--- config.mk ---
export PLATFORM = sky130hd
export DESIGN_NAME = display_pixel_format_packer
export DESIGN_NICKNAME = d
export VERILOG_FILES = /design/src/rtl/dpfp_pkg.sv /design/src/rtl/display_pixel_format_packer.sv
export SDC_FILE = /design/constraint.sdc
export NUM_CORES = 1
export LEC_CHECK = 0
export BUFFER_PORTS_ARGS = -buffer_cell sky130_fd_sc_hd__buf_2
export CAP_MARGIN = 20
export CORE_AREA = 2 2 123 125
export DETAILED_ROUTE_END_ITERATION = 10
export DIE_AREA = 0 0 125 127
export SYNTH_ARGS = -nofsm -noshare
export SYNTH_HDL_FRONTEND = slang
export SYNTH_SLANG_ARGS = --single-unit
--- constraint.sdc ---
create_clock -name clk -period 3.5 [get_ports clk]
set_input_delay 0.175 -clock clk [delete_from_list [all_inputs] [get_ports clk]]
set_output_delay 0.175 -clock clk [all_outputs]
set_load 0.05 [all_outputs]
--- src/rtl/dpfp_pkg.sv ---
// Package: conversion mode codes and pixel expansion functions for the pixel format packer.
package dpfp_pkg;

  // Conversion modes; the two unused codes pass bytes through unchanged
  typedef enum logic [2:0] {
    MODE_ASIS   = 3'd0,
    MODE_SWAP16 = 3'd1,
    MODE_RGB444 = 3'd2,
    MODE_RGB332 = 3'd3,
    MODE_GRAY8  = 3'd4,
    MODE_GRAY4  = 3'd5
  } mode_t;

  localparam int unsigned MaxBytes = 4;
  localparam int unsigned CntW     = 3;
  localparam logic [0:0]  AddrMode = 1'b0;

  // Widen RGB332 to RGB565 by bit replication
  function automatic logic [15:0] rgb332_to_565(input logic [7:0] v);
    logic [4:0] r5;
    logic [5:0] g6;
    logic [4:0] b5;
    r5 = {v[7:5], v[7:6]};
    g6 = {v[4:2], v[4:2]};
    b5 = {v[1:0], v[1:0], v[1]};
    return {r5, g6, b5};
  endfunction

  // Spread one 8-bit gray level over all three channels
  function automatic logic [15:0] gray8_to_565(input logic [7:0] v);
    return {v[7:3], v[7:2], v[7:3]};
  endfunction

  // Spread one 4-bit gray level over all three channels
  function automatic logic [15:0] gray4_to_565(input logic [3:0] nib);
    logic [5:0] g6;
    logic [4:0] g5;
    g6 = {nib, nib[3:2]};
    g5 = {nib, nib[3]};
    return {g5, g6, g5};
  endfunction

endpackage

--- src/rtl/display_pixel_format_packer.sv ---
// Top level: pixel format packer with stream input, stream output and APB mode register.
//
// Usage:
//   Source bytes enter on the in_ stream, one byte per beat, with in_tlast on
//   the final byte of a frame. Converted link bytes leave on the out_ stream;
//   out_tlast marks the final byte caused by one source byte, and out_tuser
//   is high on the final byte of the frame. The conversion mode is written
//   through the APB port at address 0 while the block is idle.
//   The first result byte of a source byte is registered and valid the cycle after
//   the source beat is accepted. A source byte causes zero to four result
//   beats (four in gray4 mode, two in the RGB565 expansion modes), and the
//   output side moves one beat per cycle while out_tready is high, draining
//   them from the byte-wide result register. A new source byte is taken in
//   the cycle the last pending result beat leaves.
//   Reset clears the mode to pass-through, empties the result register and
//   clears all pairing state. When the receiver stalls, the result register
//   holds its beat and in_tready stays low until it drains.
module display_pixel_format_packer (
  input  logic        clk,
  input  logic        rst_n,
  // Input stream
  input  logic        in_tvalid,
  output logic        in_tready,
  input  logic [7:0]  in_tdata,   // [7:0] source_byte
  input  logic        in_tlast,   // frame_last
  // Output stream
  output logic        out_tvalid,
  input  logic        out_tready,
  output logic [7:0]  out_tdata,  // [7:0] link_byte
  output logic        out_tlast,  // last_of_run
  output logic        out_tuser,  // [0] frame_end
  // Configuration port
  input  logic        cfg_psel,
  input  logic        cfg_penable,
  input  logic        cfg_pwrite,
  input  logic [0:0]  cfg_paddr,
  input  logic [31:0] cfg_pwdata,
  output logic [31:0] cfg_prdata,
  output logic        cfg_pready
);

  localparam int unsigned NB = dpfp_pkg::MaxBytes;
  localparam int unsigned CW = dpfp_pkg::CntW;

  logic [2:0]          mode_r;
  logic [7:0]          held_low_r,  held_low_nxt;
  logic                phase_r,     phase_nxt;
  logic                parity_r,    parity_nxt;
  logic [3:0]          blue_r,      blue_nxt;
  logic [7:0]          buf_r [NB];
  logic [7:0]          buf_nxt [NB];
  logic [CW-1:0]       cnt_r;
  logic [CW-1:0]       gen_cnt;
  logic                fend_r;
  logic                in_fire, out_fire, cfg_wr;
  logic [15:0]         pix_a, pix_b;
  logic [15:0]         pix444;

  assign cfg_pready = 1'b1;
  assign cfg_wr     = cfg_psel && cfg_penable && cfg_pwrite;
  assign cfg_prdata = (cfg_paddr == dpfp_pkg::AddrMode) ? {29'd0, mode_r} : 32'd0;

  // Output side shows the head of the result register
  assign out_tvalid = (cnt_r != '0);
  assign out_tdata  = buf_r[0];
  assign out_tlast  = (cnt_r == CW'(1));
  assign out_tuser  = fend_r && (cnt_r == CW'(1));
  assign out_fire   = out_tvalid && out_tready;

  // Take a new beat once the last pending result leaves
  assign in_tready = (cnt_r == '0) || ((cnt_r == CW'(1)) && out_tready);
  assign in_fire   = in_tvalid && in_tready;

  // Convert one source byte into up to four result bytes and the next state
  always_comb begin
    held_low_nxt = held_low_r;
    phase_nxt    = phase_r;
    parity_nxt   = parity_r;
    blue_nxt     = blue_r;
    gen_cnt      = '0;
    for (int i = 0; i < NB; i++) begin
      buf_nxt[i] = 8'd0;
    end
    pix444 = {in_tdata, held_low_r};
    pix_a  = dpfp_pkg::rgb332_to_565(in_tdata);
    pix_b  = dpfp_pkg::gray8_to_565(in_tdata);
    case (mode_r)
      dpfp_pkg::MODE_SWAP16: begin
        if (!phase_r) begin
          held_low_nxt = in_tdata;
          phase_nxt    = 1'b1;
        end else begin
          buf_nxt[0] = in_tdata;
          buf_nxt[1] = held_low_r;
          gen_cnt    = CW'(2);
          phase_nxt  = 1'b0;
        end
      end
      dpfp_pkg::MODE_RGB444: begin
        if (!phase_r) begin
          held_low_nxt = in_tdata;
          phase_nxt    = 1'b1;
        end else begin
          phase_nxt = 1'b0;
          if (!parity_r) begin
            buf_nxt[0] = {pix444[15:12], pix444[10:7]};
            gen_cnt    = CW'(1);
            blue_nxt   = pix444[4:1];
            parity_nxt = 1'b1;
          end else begin
            buf_nxt[0] = {blue_r, pix444[15:12]};
            buf_nxt[1] = {pix444[10:7], pix444[4:1]};
            gen_cnt    = CW'(2);
            parity_nxt = 1'b0;
          end
        end
        // Pad an odd trailing pixel with its blue nibble
        if (in_tlast && parity_nxt) begin
          buf_nxt[gen_cnt[1:0]] = {blue_nxt, 4'd0};
          gen_cnt = gen_cnt + CW'(1);
        end
      end
      dpfp_pkg::MODE_RGB332: begin
        buf_nxt[0] = pix_a[15:8];
        buf_nxt[1] = pix_a[7:0];
        gen_cnt    = CW'(2);
      end
      dpfp_pkg::MODE_GRAY8: begin
        buf_nxt[0] = pix_b[15:8];
        buf_nxt[1] = pix_b[7:0];
        gen_cnt    = CW'(2);
      end
      dpfp_pkg::MODE_GRAY4: begin
        pix_a      = dpfp_pkg::gray4_to_565(in_tdata[7:4]);
        pix_b      = dpfp_pkg::gray4_to_565(in_tdata[3:0]);
        buf_nxt[0] = pix_a[15:8];
        buf_nxt[1] = pix_a[7:0];
        buf_nxt[2] = pix_b[15:8];
        buf_nxt[3] = pix_b[7:0];
        gen_cnt    = CW'(4);
      end
      default: begin
        buf_nxt[0] = in_tdata;
        gen_cnt    = CW'(1);
      end
    endcase
    // Clear pairing and parity at frame end
    if (in_tlast) begin
      phase_nxt  = 1'b0;
      parity_nxt = 1'b0;
    end
  end

  // Hold mode, pairing state and the result register
  always_ff @(posedge clk) begin
    if (!rst_n) begin
      mode_r     <= dpfp_pkg::MODE_ASIS;
      held_low_r <= 8'd0;
      phase_r    <= 1'b0;
      parity_r   <= 1'b0;
      blue_r     <= 4'd0;
      cnt_r      <= '0;
      fend_r     <= 1'b0;
    end else begin
      if (cfg_wr && (cfg_paddr == dpfp_pkg::AddrMode)) begin
        mode_r <= cfg_pwdata[2:0];
      end
      if (in_fire) begin
        held_low_r <= held_low_nxt;
        phase_r    <= phase_nxt;
        parity_r   <= parity_nxt;
        blue_r     <= blue_nxt;
        cnt_r      <= gen_cnt;
        fend_r     <= in_tlast;
      end else if (out_fire) begin
        cnt_r <= cnt_r - CW'(1);
      end
    end
  end

  // Load result bytes, or advance by one on each output beat
  always_ff @(posedge clk) begin
    if (in_fire) begin
      for (int i = 0; i < NB; i++) begin
        buf_r[i] <= buf_nxt[i];
      end
    end else if (out_fire) begin
      for (int i = 0; i < NB - 1; i++) begin
        buf_r[i] <= buf_r[i+1];
      end
      buf_r[NB-1] <= 8'd0;
    end
  end

endmodule
[Word level (Yosys, flattened, before mapping)]
Memories as Yosys holds them, arrays and structs flattened.
Cells that the tools add are included.
Word-level totals
  register bits: 21
  bits in latches: 0
  memory bits (writable): 32
  bits in read-only memories: 0
  output and inout bits: 45
  word-level logic and storage cells: 87
  memories kept: 1
Cells by class
  add/subtract/negate cells: 2
  multipliers: 0
  div/mod/pow operators: 0
  $lt $le $gt $ge: 2
  eq/ne operators: 6
  shift-type cells: 0
  multiplexer cells: 41
  bitwise logic cells: 7
  reduce and logical (&&, ||, !) cells: 21
Memories
  buf_r: words 4, width 8, rd ports 4, clocked after Yosys merged registers in 0, wr ports 4, RTL line display_pixel_format_packer.sv:50  | logic [7:0] buf_r [NB];
Operators by type and width (count)
  case mux 8 bit (5 select lines): 2
  two-way mux 8 bit: 7
  two-way mux 16 bit: 3
  bitwise mux 32 bit: 1
  two-way mux 32 bit: 1
  case mux 16 bit (2 select lines): 1
  demux 8 bit (select 2 bit): 1
  two-way mux 3 bit: 5
  two-way mux 1 bit: 13
  two-way mux 4 bit: 3
  case mux 3 bit (4 select lines): 1
  logical AND 1 bit: 9
  == test 3 x 1 -> 1 bit (second input constant): 2
  == test 3 x 2 -> 1 bit (second input constant): 2
  == test 3 bit (second input constant): 2
  two-way mux 2 bit: 3
  AND reduction 2 bit: 3
  nonzero test 2 bit: 3
  OR 1 bit: 4
  OR reduction 2 bit: 2
  adder 3 x 1 -> 3 bit (second input constant): 1
  >= comparator 3 bit (second input constant): 1
  zero test 3 bit: 1
  less-than comparator 3 x 1 -> 1 bit (second input constant): 1
  6 further kinds: 7

[Logic depth before layout (Yosys ltp)]
  depth after elaboration: 12
  gate-level depth with buffers: 8

[Worst setup path after synthesis]
OpenSTA, ideal clock, no wires.
  path kind: register to register
  from: reg parity_r
  to: mem buf_r[1][0], data pin
  library setup time: 0.262 ns
  arrival time: 1.844 ns
  data required time: 3.238 ns
  slack: 1.394 ns
  cell stages (with the launch flop): 9
  period minus slack after synthesis: 2.106 ns
  path through: dfxtp_1 buf_6 inv_1 ha_1 nand3b_1 and4_1 buf_4 a2111oi_2 nor2_1
RTL lines
  from (decl): RTL line display_pixel_format_packer.sv:48  | logic parity_r, parity_nxt;
  from (signal assigned): RTL line display_pixel_format_packer.sv:171  | parity_r <= parity_nxt;
  to (decl): RTL line display_pixel_format_packer.sv:50

==> qor.yml <==
timing:
  min_period_over_period_pct: 77.6
  clock.fmax_mhz: 368
  relSlewSlack_pct: 42.2
  final.setup.worst_slack_ps: 784
  rsz0062_at_grt: "no"
  setup_viol: 0
  setup_tns_ps: 0
  post-route-min-period_ps: 2720
  hold_viol: 0
  tightestPinTransition_ps: 866
  finClkSkew_ps: 7.34
  slew_violations: 0
layout:
  final_common_cell: "nand2_1"
  fillers: 1561
  fin_nets: 452
  multi_input_area_um2: 1870
  final_cell_mix: "nand2_1 (48), nor2_1 (36), buf_2 (34)"
  drive_above_1_share_pct: 17.6
  regArea_um2: 1380
  antenna_cells: 0
  layout-area-overhead-vs-synth_pct: 9.30
route:
  wl_per_cell_um: 15.1
  drc_errors: 0
  drtIter0Drc: 231
  dr.pass1.iters: 5
  routed_via_density: 4.91
  finalWirelength_um: 8770
  ant_nets: 0
  num_vias: 2855
setup_path:
  cp-end-kind: "flip-flop"
  cp.required_ps: 3520
  cp-start-kind: "flip-flop"
  critPathKind: "reg2reg"
  r2r_start: "parity_r"
  crit_start: "parity_r"
  cp.arrival_ps: 2740
  critPathMaxFanout: 13
placed_design:
  numPortBuffers: 34
  place.detailed.hpwl_um: 6260
  gp_congestion: 0.924
  dp_slack_ps: 855
pwr:
  p_per_area_nw_per_um2: 693
  vdd_drop_max_mv: 0.512
  power_leakage_nw: 1.50
  power_w: 0.00270
global_routing:
  grtUsageTotal_pct: 11.0
  grt_antenna_before_repair: 0
  grt-ovfl-total: 0
  grt_max_degree: 35
  grt_first_pass_wirelength_um: 14100
  grt_pass1_vias: 2664
floorplanning:
  core_region_area_um2: 14400
  die_width_um: 125
  rows: 44
  initial_core_util_pct: 24.7
  ioPinCount: 94
  die_area_um2: 15900
  die_y_um: 127
clock_tree:
  cts.sinks: 53
  clk_path_buf_depth: 2
  cts-resized-gates: 0
  cts_setup_buffers: 0
  path_clk_slew_ps: 70
  cts_max_level: 2
  numCtsBuffers: 5
  cts_tree: "built"
  insertion_delay_ps: 300
  cts_root_buf: "clkbuf_16"
  ctsHoldBuffers: 0
job:
  maxCapViolations: 0
yosys:
  synth_ff_type: "edfxtp_1"
  postSynthCellCount: 386
  yosysWarnings: 0
  ys_seq_elements: 53
  ys_types: 63
  synth-edff-count: 32
  synth-async-reset-ratio_pct: 0
  ys_seq_area_share_pct: 38.8
  syn_area_per_cell_um2: 9.23
  syn_area_um2: 3560
worst_hold_path:
  hold_start: "cfg_pwdata[1]"
  hp-class: "in2reg"
status:
  status: "completed"
-- critical path, cell delays in order (launching register included) --
cell,delay [ps]
dfxtp_1,730
inv_1,170
ha_1,470
nand3b_1,160
nor3_1,110
a2111oi_0,650
a21oi_1,150
-- flip-flops by register name, summed over array words and instances (netlist names) --
| register | flops |
|---|---|
| phase_r | 1 |
| buf_r | 32 |
| mode_r | 3 |
| blue_r | 4 |
| held_low_r | 8 |
| fend_r | 1 |
| parity_r | 1 |
| cnt_r | 3 |
-- cells in the mapped netlist, types with 2 or more instances --
cell,n,area [um^2]
a211oi_1,4,30.0
a21boi_0,2,15.0
a21o_1,3,22.5
a21oi_1,29,145
a221oi_1,5,43.8
a22oi_1,6,45.0
a31oi_1,2,12.5
a32oi_1,2,17.5
and3b_1,4,35.0
buf_2,8,40.0
buf_4,34,255
buf_6,3,33.8
clkbuf_1,15,56.3
conb_1,2,7.51
dfxtp_1,21,420
edfxtp_1,32,961
ha_1,6,75.1
inv_1,7,26.3
mux2_2,10,113
mux2i_1,22,220
nand2_1,48,180
nand2b_1,3,18.8
nand2b_4,2,27.5
nand3_1,7,35.0
nand3b_1,4,30.0
nand4b_1,5,43.8
nor2_1,36,135
nor2b_1,7,43.8
nor3_1,7,35.0
nor3b_1,3,22.5
nor3b_2,2,25.0
o211ai_1,5,37.5
o21a_1,2,15.0
o21ai_0,6,30.0
o21bai_1,2,15.0
o22ai_1,3,18.8
-- routing by layer --
metal	routed length (um)	vias up	global-route usage [%]
met5	0	-	0
met4	194	0	3.59
met3	666	23	2.76
met2	4070	113	17.7
met1	3830	1371	14.6
li1	-	1348	-
-- where the power goes --
group,switching [W],internal (W),leakage (nW)
combinational,0.000784,0.000278,0.915
clock,0.000231,0.000408,0.0900
sequential,0.0000665,0.000930,0.496
-- through the flow --
step / area (um^2) / instances / util, % / hold WS, ps
floorplan: 3670 / 414 / - / 317
global placement: 3700 / 574 / 25.7 / 422
detailed placement: 3700 / 574 / 25.7 / 425
CTS: 3890 / 582 / 27.0 / 122
global route: 3890 / 582 / 27.0 / 121
finish: 3890 / 582 / 27.0 / 119
-- cell families after synthesis --
kind of cell	after synthesis	share of synthesized area (%)
buffers and inverters	69	11.8
other	2	0.211
AND/OR/NAND/NOR	137	20.6
flip-flops	53	38.8
AO/OA/AOI/OAI	84	16.2
adder cells (fa/ha/maj)	6	2.11
multiplexers	33	9.76
XOR/XNOR	2	0.492
-- final timing paths --
kind,endpoint,slack [ps],depth (start not counted)
hold / removal,mode_r[1],120,3
setup reg to reg,buf_r[1][6],780,6
hold reg to reg,held_low_r[0],460,2
setup / recovery,buf_r[1][6],780,6
-- area by class of cell --
type,instances,area share [%]
timing repair buffer,38,5.14
multi-input combinational,292,47.9
sequential,53,35.5
clock inverter,3,1.67
clock buffer,5,3.21
inverter,7,0.675
tap,184,5.91
(Power assumes the default switching activity.)
